===== src/sv/crf_pkg.sv =====
// Shared types and constants for the checksummed frame receiver.
// Used by every module of the block; depends on nothing.
package crf_pkg;

  localparam logic [7:0] HEADER_BYTE       = 8'hFF;
  localparam logic [7:0] LENGTH_OVERHEAD   = 8'd2;
  localparam logic [7:0] REPLY_HEADER_RST  = 8'd251;
  localparam logic [7:0] MAX_DATA_CNT_RST  = 8'd200;

  typedef enum logic [2:0] {
    PH_HUNT  = 3'd0,
    PH_HEAD2 = 3'd1,
    PH_LEN   = 3'd2,
    PH_TYPE  = 3'd3,
    PH_DATA  = 3'd4
  } phase_t;

  typedef enum logic [1:0] {
    KIND_PAYLOAD  = 2'd0,
    KIND_GOOD     = 2'd1,
    KIND_CSUM_ERR = 2'd2
  } kind_t;

  typedef enum logic {
    CFG_REPLY_HEADER = 1'b0,
    CFG_MAX_DATA_CNT = 1'b1
  } cfg_reg_t;

  typedef struct packed {
    logic [1:0] kind;
    logic [7:0] frame_type;
    logic [7:0] payload_byte;
    logic [7:0] payload_index;
    logic       last;
  } result_t;

endpackage


===== src/sv/checksummed_frame_receiver.sv =====
// Top level of the checksummed frame receiver: input register, configuration
// registers, deframer and result register. Depends on crf_pkg and all crf_ modules.
//
//  channel | direction | payload
//  in_     | slave     | tdata[7:0] rx_byte
//  out_    | master    | tdata frame_type/payload_byte/payload_index, tuser kind, tlast
//  cfg_    | slave     | cfg_index register, cfg_data value
//
// One byte is taken per cycle while no held result stalls; each byte is registered in
// the input register, and its result, if any, is loaded into the result register.
// Reset clears the parser to the header hunt and loads the register defaults.
// A held result stalls the parser only while out_tready is low.
module checksummed_frame_receiver (
  input  logic        clk,
  input  logic        rst_n,
  input  logic        in_tvalid,
  output logic        in_tready,
  input  logic [7:0]  in_tdata,   // [7:0] rx_byte
  output logic        out_tvalid,
  input  logic        out_tready,
  output logic [23:0] out_tdata,  // [7:0] frame_type, [15:8] payload_byte, [23:16] payload_index
  output logic [1:0]  out_tuser,  // [1:0] result_kind
  output logic        out_tlast,
  input  logic        cfg_valid,
  output logic        cfg_ready,
  input  logic        cfg_index,
  input  logic [7:0]  cfg_data
);
  import crf_pkg::*;

  logic       in_valid_r;
  logic [7:0] in_byte_r;
  logic [7:0] reply_header_r;
  logic [7:0] max_data_cnt_r;
  logic       advance;
  logic       res_valid;
  result_t    res;
  result_t    out_data;

  assign advance   = in_valid_r && (!out_tvalid || out_tready);
  assign in_tready = !in_valid_r || advance;
  assign cfg_ready = 1'b1;

  always_ff @(posedge clk) begin
    if (!rst_n) begin
      in_valid_r <= 1'b0;
    end else if (in_tready) begin
      in_valid_r <= in_tvalid;
    end
  end

  always_ff @(posedge clk) begin
    if (in_tready && in_tvalid) begin
      in_byte_r <= in_tdata;
    end
  end

  always_ff @(posedge clk) begin
    if (!rst_n) begin
      reply_header_r <= REPLY_HEADER_RST;
      max_data_cnt_r <= MAX_DATA_CNT_RST;
    end else if (cfg_valid && cfg_ready) begin
      unique case (cfg_reg_t'(cfg_index))
        CFG_REPLY_HEADER: reply_header_r <= cfg_data;
        CFG_MAX_DATA_CNT: max_data_cnt_r <= cfg_data;
        default: ;
      endcase
    end
  end

  crf_deframer u_deframer (
    .clk          (clk),
    .rst_n        (rst_n),
    .step_en      (advance),
    .rx_byte      (in_byte_r),
    .reply_header (reply_header_r),
    .max_data_cnt (max_data_cnt_r),
    .res_valid    (res_valid),
    .res          (res)
  );

  crf_out_reg u_out_reg (
    .clk       (clk),
    .rst_n     (rst_n),
    .load      (advance && res_valid),
    .load_data (res),
    .take      (out_tready),
    .valid     (out_tvalid),
    .data      (out_data)
  );

  assign out_tdata = {out_data.payload_index, out_data.payload_byte, out_data.frame_type};
  assign out_tuser = out_data.kind;
  assign out_tlast = out_data.last;

endmodule


===== src/sv/crf_deframer.sv =====
// Frame parsing state machine with the running 8-bit checksum.
// Depends on crf_pkg; one received byte is consumed per enabled cycle.
module crf_deframer (
  input  logic                clk,
  input  logic                rst_n,
  input  logic                step_en,
  input  logic [7:0]          rx_byte,
  input  logic [7:0]          reply_header,
  input  logic [7:0]          max_data_cnt,
  output logic                res_valid,
  output crf_pkg::result_t    res
);
  import crf_pkg::*;

  phase_t     phase_r, phase_nxt;
  logic [7:0] length_r, length_nxt;
  logic [7:0] type_r, type_nxt;
  logic [7:0] sum_r, sum_nxt;
  logic [7:0] remain_r, remain_nxt;
  logic [7:0] position_r, position_nxt;
  logic [7:0] data_cnt;

  assign data_cnt = length_r - LENGTH_OVERHEAD;

  always_ff @(posedge clk) begin
    if (!rst_n) begin
      phase_r    <= PH_HUNT;
      length_r   <= '0;
      type_r     <= '0;
      sum_r      <= '0;
      remain_r   <= '0;
      position_r <= '0;
    end else if (step_en) begin
      phase_r    <= phase_nxt;
      length_r   <= length_nxt;
      type_r     <= type_nxt;
      sum_r      <= sum_nxt;
      remain_r   <= remain_nxt;
      position_r <= position_nxt;
    end
  end

  always_comb begin
    phase_nxt         = phase_r;
    length_nxt        = length_r;
    type_nxt          = type_r;
    sum_nxt           = sum_r;
    remain_nxt        = remain_r;
    position_nxt      = position_r;
    res_valid         = 1'b0;
    res.kind          = KIND_PAYLOAD;
    res.frame_type    = type_r;
    res.payload_byte  = '0;
    res.payload_index = position_r;
    res.last          = 1'b0;
    unique case (phase_r)
      PH_HEAD2: begin
        phase_nxt = (rx_byte == reply_header) ? PH_LEN : PH_HUNT;
      end
      PH_LEN: begin
        length_nxt = rx_byte;
        phase_nxt  = PH_TYPE;
      end
      PH_TYPE: begin
        type_nxt = rx_byte;
        if (length_r <= LENGTH_OVERHEAD || data_cnt > max_data_cnt) begin
          phase_nxt = PH_HUNT;
        end else begin
          remain_nxt   = data_cnt;
          sum_nxt      = length_r + rx_byte;
          position_nxt = '0;
          phase_nxt    = PH_DATA;
        end
      end
      PH_DATA: begin
        res_valid = 1'b1;
        if (remain_r <= 8'd1) begin
          res.kind   = (sum_r == rx_byte) ? KIND_GOOD : KIND_CSUM_ERR;
          res.last   = 1'b1;
          remain_nxt = '0;
          phase_nxt  = PH_HUNT;
        end else begin
          res.payload_byte = rx_byte;
          sum_nxt          = sum_r + rx_byte;
          position_nxt     = position_r + 8'd1;
          remain_nxt       = remain_r - 8'd1;
        end
      end
      default: begin
        phase_nxt = (rx_byte == HEADER_BYTE) ? PH_HEAD2 : PH_HUNT;
      end
    endcase
  end

`ifndef ASSERT_OFF
  a_data_has_remaining: assert property (@(posedge clk) disable iff (!rst_n)
    phase_r == PH_DATA |-> remain_r != 8'd0)
    else $error("Payload phase entered with no bytes remaining.");

  a_end_returns_to_hunt: assert property (@(posedge clk) disable iff (!rst_n)
    step_en && res_valid && res.last |=> phase_r == PH_HUNT)
    else $error("Frame end did not restart the header hunt.");

  a_short_length_abandons: assert property (@(posedge clk) disable iff (!rst_n)
    step_en && phase_r == PH_TYPE && length_r <= LENGTH_OVERHEAD |=> phase_r == PH_HUNT)
    else $error("A frame with a short length was not abandoned.");

  a_position_advances: assert property (@(posedge clk) disable iff (!rst_n)
    step_en && res_valid && !res.last |=> position_r == $past(position_r) + 8'd1)
    else $error("Payload position did not advance on a payload byte.");
`endif

endmodule


===== src/sv/crf_out_reg.sv =====
// Result register that holds one result until the downstream transfer.
// Depends on crf_pkg for the result structure.
module crf_out_reg (
  input  logic             clk,
  input  logic             rst_n,
  input  logic             load,
  input  crf_pkg::result_t load_data,
  input  logic             take,
  output logic             valid,
  output crf_pkg::result_t data
);
  import crf_pkg::*;

  logic    valid_r, valid_nxt;
  result_t data_r;

  always_comb begin
    priority if (load) begin
      valid_nxt = 1'b1;
    end else if (take) begin
      valid_nxt = 1'b0;
    end else begin
      valid_nxt = valid_r;
    end
  end

  always_ff @(posedge clk) begin
    if (!rst_n) begin
      valid_r <= 1'b0;
    end else begin
      valid_r <= valid_nxt;
    end
  end

  always_ff @(posedge clk) begin
    if (load) begin
      data_r <= load_data;
    end
  end

  assign valid = valid_r;
  assign data  = data_r;

endmodule

===== config.mk =====
export PLATFORM = sky130hd
export DESIGN_NAME = checksummed_frame_receiver
export DESIGN_NICKNAME = d
export VERILOG_FILES = /design/src/sv/crf_pkg.sv /design/src/sv/checksummed_frame_receiver.sv /design/src/sv/crf_deframer.sv /design/src/sv/crf_out_reg.sv
export SDC_FILE = /design/constraint.sdc
export NUM_CORES = 1
export LEC_CHECK = 0
export BUFFER_PORTS_ARGS = -buffer_cell sky130_fd_sc_hd__buf_2
export CORE_AREA = 3 3 136 138
export DETAILED_ROUTE_END_ITERATION = 10
export DIE_AREA = 0 0 139 141
export PLACE_DENSITY_LB_ADDON = 0.3
export SLEW_MARGIN = 10
export SYNTH_ARGS = -nofsm -noshare
export SYNTH_HDL_FRONTEND = slang
export SYNTH_SLANG_ARGS = --single-unit

===== constraint.sdc =====
create_clock -name clk -period 2.7 [get_ports clk]
set_input_delay 0.135 -clock clk [delete_from_list [all_inputs] [get_ports clk]]
set_output_delay 0.135 -clock clk [all_outputs]
set_load 0.005 [all_outputs]

Word level (Yosys, flattened, before mapping)
Index checks and enable logic that the tools add are counted.
{"block": "op_classes", "addsub": 5, "n_mul": 0, "n_div": 0, "magnitude_cmp": 3, "eq_ne": 10, "shift": 0, "n_mux": 19, "bitwise": 2, "reduce_logical": 19}
{"cell": "2-to-1 mux 8 bit", "n": 6}
{"cell": "case mux 8 bit (2 select lines)", "n": 3}
{"cell": "adder 8 bit", "n": 2}
{"cell": "== test 8 bit", "n": 2}
{"cell": "case mux 3 bit (4 select lines)", "n": 1}
{"cell": "AND reduction 2 bit", "n": 6}
{"cell": "adder 8 x 1 -> 8 bit, second input constant", "n": 1}
{"cell": "== test 8 bit, second input constant", "n": 1}
{"cell": "> comparator 8 bit", "n": 1}
{"cell": "less-or-equal comparator 8 x 1 -> 1 bit, second input constant", "n": 1}
{"cell": "less-or-equal comparator 8 x 2 -> 1 bit, second input constant", "n": 1}
{"cell": "subtractor 8 x 1 -> 8 bit, second input constant", "n": 1}
{"cell": "subtractor 8 x 2 -> 8 bit, second input constant", "n": 1}
{"cell": "== test 3 x 2 -> 1 bit, second input constant", "n": 2}
{"cell": "2-to-1 mux 3 bit", "n": 2}
{"cell": "2-to-1 mux 1 bit", "n": 5}
{"cell": "2-to-1 mux 2 bit", "n": 2}
{"cell": "!= test 2 bit, second input constant", "n": 2}
{"cell": "AND reduction 4 bit", "n": 1}
{"cell": "nonzero test 2 bit", "n": 2}
{"cell": "== test 3 x 1 -> 1 bit, second input constant", "n": 1}
{"cell": "== test 3 bit, second input constant", "n": 1}
{"cell": "logical AND 1 bit", "n": 3}
{"cell": "logical OR 1 bit", "n": 3}
{"cell": "5 further kinds", "n": 7}
{"block": "word_totals", "regBits": 96, "latch_bits": 0, "mem_bits_rw": 0, "romBits": 0, "input_bits": 22, "out_inout_bits": 30, "word_cells": 74, "n_memories": 0}

Depth between registers and ports, before layout
{"block": "depth", "depth_word": 5, "ltp_mapped": 14}

Hierarchy
Synthesis repeated with hierarchy kept, for this count alone.
{"block": "unflattened", "hier_cells": 510, "area_unflattened_um2": 4775.8}
{"mod": "crf_deframer", "instances": 1, "cells_per_inst": 391, "area_each_um2": 2965.3}
{"mod": "checksummed_frame_receiver", "instances": 1, "cells_per_inst": 89, "area_each_um2": 958.4}
{"mod": "crf_out_reg", "instances": 1, "cells_per_inst": 30, "area_each_um2": 852.1}

Least setup slack after synthesis
Ideal clock, no wire load.
{"block": "synth_timing", "path_kind": "flip-flop to flip-flop", "from": "register u_deframer.phase_r[1]", "to": "register u_deframer.sum_r[6]", "arrival_time_ns": 2.598, "t_required_ns": 2.628, "slack_ns": 0.031, "path_stages_with_launch": 14, "path_buffers": 3, "synth_period_minus_slack_ns": 2.669, "cell_sequence": "dfxtp_1 > buf_2 > nor3b_2 > buf_2 > clkbuf_1 > o21ai_0 > ha_1 > fa_1 > a21oi_1 > o211ai_1 > a21oi_1 > xnor2_1 > nand2_1 > mux2i_1"}
{"block": "synth_between", "elab_chain_len": 3}
{"element": "start, declared", "line_no": "crf_deframer.sv:15", "text": "phase_t phase_r, phase_nxt;"}
{"element": "start signal, assigned", "line_no": "crf_deframer.sv:34", "text": "phase_r <= phase_nxt;"}
{"element": "== test 3 bit or == test 3 x 2 -> 1 bit (tied branches)", "line_no": "crf_deframer.sv:56", "text": "unique case (phase_r)"}
{"element": "!= test 2 bit (no source line) or nonzero test 2 bit (tied branches)"}
{"element": "AND reduction 4 bit (no source line)"}
{"element": "end signal, assigned", "line_no": "crf_deframer.sv:37", "text": "sum_r <= sum_nxt;"}
{"element": "end, declared", "line_no": "crf_deframer.sv:18", "text": "logic [7:0] sum_r, sum_nxt;"}
Parallel ways exist; a longest one is shown, timed or not.
A chain may end at the register's enable or synchronous reset.

Final worst setup path
{"block": "layout_timing", "from": "register u_deframer.length_r[2]", "to": "register u_deframer.remain_r[2]"}
{"block": "layout_between", "elab_chain_len": 5}
{"element": "start, declared", "line_no": "crf_deframer.sv:16", "text": "logic [7:0] length_r, length_nxt;"}
{"element": "start signal, assigned", "line_no": "crf_deframer.sv:35", "text": "length_r <= length_nxt;"}
{"element": "subtractor 8 x 2 -> 8 bit", "line_no": "crf_deframer.sv:23", "text": "assign data_cnt = length_r - LENGTH_OVERHEAD;"}
{"element": "> comparator 8 bit", "line_no": "crf_deframer.sv:66", "text": "if (length_r <= LENGTH_OVERHEAD || data_cnt > max_data_cnt) begin"}
{"element": "logical OR 1 bit", "line_no": "crf_deframer.sv:66"}
{"element": "!= test 2 bit (no source line)"}
{"element": "AND reduction 3 bit (no source line)"}
{"element": "end signal, assigned", "line_no": "crf_deframer.sv:38", "text": "remain_r <= remain_nxt;"}
{"element": "end, declared", "line_no": "crf_deframer.sv:19", "text": "logic [7:0] remain_r, remain_nxt;"}
Parallel ways exist; a longest one is shown, timed or not. The select of a mux whose other input is x is not followed.

==> results_dict.tcl <==
set metrics [dict create \
    status "finished clean" \
    groute.usage.overall_pct 12.8 \
    cts_max_path_buffers 2 \
    insertion_delay_ns 0.36 \
    ys_ff_latch 96 \
    largest_area_contributor_in_the_netlist "dfxtp_1" \
    ant_cells 0 \
    syn-num-nets 544 \
    final_period_minus_worst_setup_slack_ns 2.58 \
    synthFlopType "dfxtp_1" \
    worstSetupEndpointType "register" \
    max_slew.worst_pin.slew_ns 0.758 \
    worst_path_largest_cell_delay_ns 0.40 \
    timing_worst_setup_path_type "reg -> reg" \
    post_synth_num_cell_types 63 \
    num-nets-final 617 \
    fp-row-count 48 \
    grtUsageMet3_pct 3.46 \
    worst_setup_path_start_kind "register" \
    clock-skew-final_ns 0.00796 \
    post_synth_main_area_contributors "dfxtp_1 25%, edfxtp_1 22%, nand2_1 6.8%" \
    tritoncts "yes" \
    postSynthAreaPerCell_um2 9.62 \
    worst-endpoint-required_ns 2.93 \
    clock_sinks 96 \
    cp_data_arrival_time_ns 2.82 \
    worst-path-max-fanout 16 \
    area_delta_synth_final_pct 22.7 \
    power_density_mw_per_mm2 503 \
    ant_nets_after_route 0 \
    drt_pass1_iterations 5 \
    ys_seq_area_share_pct 47.0 \
    grt_remaining_overflow 0 \
    post_route_cells_drive_above_1_share_pct 21.7 \
    antenna_found_initial 0 \
    groute.layer.met1.usage_pct 16.5 \
    dp.cells 780 \
    ctsHtreeMaxLevel 3 \
    fin_cells 805 \
    via_count_of_the_first_global_routing_pass 3867 \
    synth_warnings 0 \
    clk_pin_slew_worst_paths_ns 0.07 \
    top_cell_type_s_share_of_synthesized_area_pct 25.3 \
    floorplan.io_pins 52 \
    detailedPlacementHpwl_um 9070 \
    die_h_um 141 \
    setup_viol_count_final 0 \
    power.leakage_nw 2.42 \
    wire_per_inst_um 15.6 \
    rr_worst_depth 11 \
    synthesis.area_mm2 0.00483 \
    cts.root.buffer_cell "clkbuf_16" \
    grt_start_max_net_pins 53 \
    irDropWorstVdd_uv 301 \
    drcViolationCount 0 \
    final_hold_viol_count 0 \
    synth_edf_count 35 \
    timing.max_cap.violations 0 \
    fin_util_pct 34.3 \
    timing_limited_maximum_frequency_mhz 387 \
    worst_path_cell_trace "inv_1 > ha_1 > xor2_1 > ha_1 > and4_4 > nand2_1 > a22oi_2 > o21ai_2 > buf_12 > a221oi_1 > o22ai_1" \
    via_per_inst 4.84 \
    gr-usage-met2_pct 20.3 \
    io_buffer_count 50 \
    gpl.final_weighted_congestion 0.875 \
    finalHoldWorstSlack_ns 0.0118 \
    total_cts_buffers 9 \
    max-slew-margin-rel_pct 49.0 \
    critical_path.most_common_cell "ha_1" \
    worst_hold_path.num_cells 3 \
    initialDrtViolationCount 243 \
    die_area_mm2 0.0196 \
    synth-async-reset-ratio_pct 0 \
    via_count_of_the_routed_design 3900 \
    crit_path_top_delay_cell "dfxtp_1" \
    grt_first_pass_wirelength_um 20000 \
    grt_most_used_layer "met2" \
    drv_slew 0 \
    p_total_mw 2.98 \
    final_worst_path_cycle_share_pct 95.7 \
    hold_path_class "in -> reg" \
    floorplan.die.width_um 139 \
    coreArea_mm2 0.0173 \
    routed_wirelength_um 12600 \
    setup-tns-final_ns 0 \
    post_synth_inst_count 502 \
    start_util_pct 27.9 \
]
state kept, by name, indices dropped and copies added, names as in the netlist, 3 cells and up:
signal / count
u_deframer.type_r: 8
u_out_reg.data: 27
u_deframer.remain_r: 8
u_deframer.length_r: 8
max_data_cnt_r: 8
u_deframer.phase_r: 3
u_deframer.position_r: 8
reply_header_r: 8
u_deframer.sum_r: 8
in_byte_r: 8
timing repair:
action / in CTS / in global routing
hold buffers: 8 / 0
cloned: 0 / 0
setup endpoints to repair: 16 / 22
hold endpoints to repair: 8 / 0
buffers inserted: 0 / 1
gates resized for setup: 3 / 13
pin swaps: 0 / 2
cell type report:
| class | instances | area, um2 |
|---|---|---|
| Clock buffer | 9 | 225 |
| Fill cell | 1762 | 11400 |
| Inverter | 22 | 82.6 |
| Clock inverter | 7 | 63.8 |
| Tap cell | 225 | 282 |
| Sequential cell | 96 | 2270 |
| Timing Repair Buffer | 88 | 568 |
| Multi-Input combinational cell | 358 | 2430 |
placed cells by master, fill, tap and decap left out, types with 19 or more instances in the layout:
cell	count
nand2_1	88
mux2i_1	25
edfxtp_1	35
buf_2	50
a21oi_1	27
ha_1	19
nor2_1	27
buf_4	29
dfxtp_1	60
inv_1	22
stage by stage:
| stage | setup slack, ns | area (um2) |
|---|---|---|
| 2_1_floorplan | 0.0308 | 4830 |
| 3_3_place_gp | -0.00285 | 5470 |
| 3_5_place_dp | -0.0793 | 5470 |
| 4_1_cts | 0.00428 | 5850 |
| 5_1_grt | -0.0120 | 5930 |
| 6_report | 0.117 | 5930 |
final timing paths:
kind                                                          start                                  end  slack (ns)
worst max-delay path            u_deframer.length_r[2]$_SDFFE_PN0P_  u_deframer.remain_r[2]$_SDFFE_PN0P_        0.12
worst min register to register    u_deframer.type_r[6]$_SDFFE_PN0P_         u_out_reg.data[23]$_DFFE_PP_        0.43
worst max register to register  u_deframer.length_r[2]$_SDFFE_PN0P_  u_deframer.remain_r[2]$_SDFFE_PN0P_        0.12
worst min-delay path                                    cfg_data[3]       reply_header_r[3]$_SDFFE_PN1P_        0.01
synthesized netlist by cell type (3+ instances only):
cell type,n
nand2_1,88
dfxtp_1,61
edfxtp_1,35
a21oi_1,28
nor2_1,27
mux2i_1,25
inv_1,22
ha_1,19
o21ai_0,18
nand3_1,16
xor2_1,16
clkbuf_1,15
and2_1,10
xnor2_1,10
o211ai_1,7
nand4b_1,6
nor3_1,6
and3_1,5
buf_2,5
nor4_1,5
o32ai_1,5
nand2b_1,4
o22ai_1,4
a211oi_1,3
a32o_1,3
nand3b_1,3
nand4_1,3
nor2b_1,3
o21ai_1,3
o21ai_2,3
critical path: cells and delay by family, from the launching register on:
family / cells / cell delay (ns)
flip-flops: 1 / 0.40
adder cells (fa/ha/maj): 2 / 0.57
buffers and inverters: 2 / 0.27
AND/OR/NAND/NOR: 2 / 0.31
XOR/XNOR: 1 / 0.20
AO/OA/AOI/OAI: 4 / 0.70
logic make-up after synthesis:
kind of cell | share of synthesized area, %
AO/OA/AOI/OAI | 14.4
AND/OR/NAND/NOR | 18.9
adder cells (fa/ha/maj) | 5.34
multiplexers | 5.18
buffers and inverters | 4.33
other | 0.0776
flip-flops | 47.0
XOR/XNOR | 4.71
where the power goes:
part	internal [mW]	switching [mW]	total, mW
Clock	0.646	0.610	1.26
Sequential	1.52	0.0273	1.54
Combinational	0.0776	0.108	0.186
metal layers:
layer	wire, um	part of all wire [%]
met5	0	0
met4	329	2.6
met3	732	5.8
met2	5740	46
met1	5780	46
No activity file was read; power rests on OpenSTA's default activity.
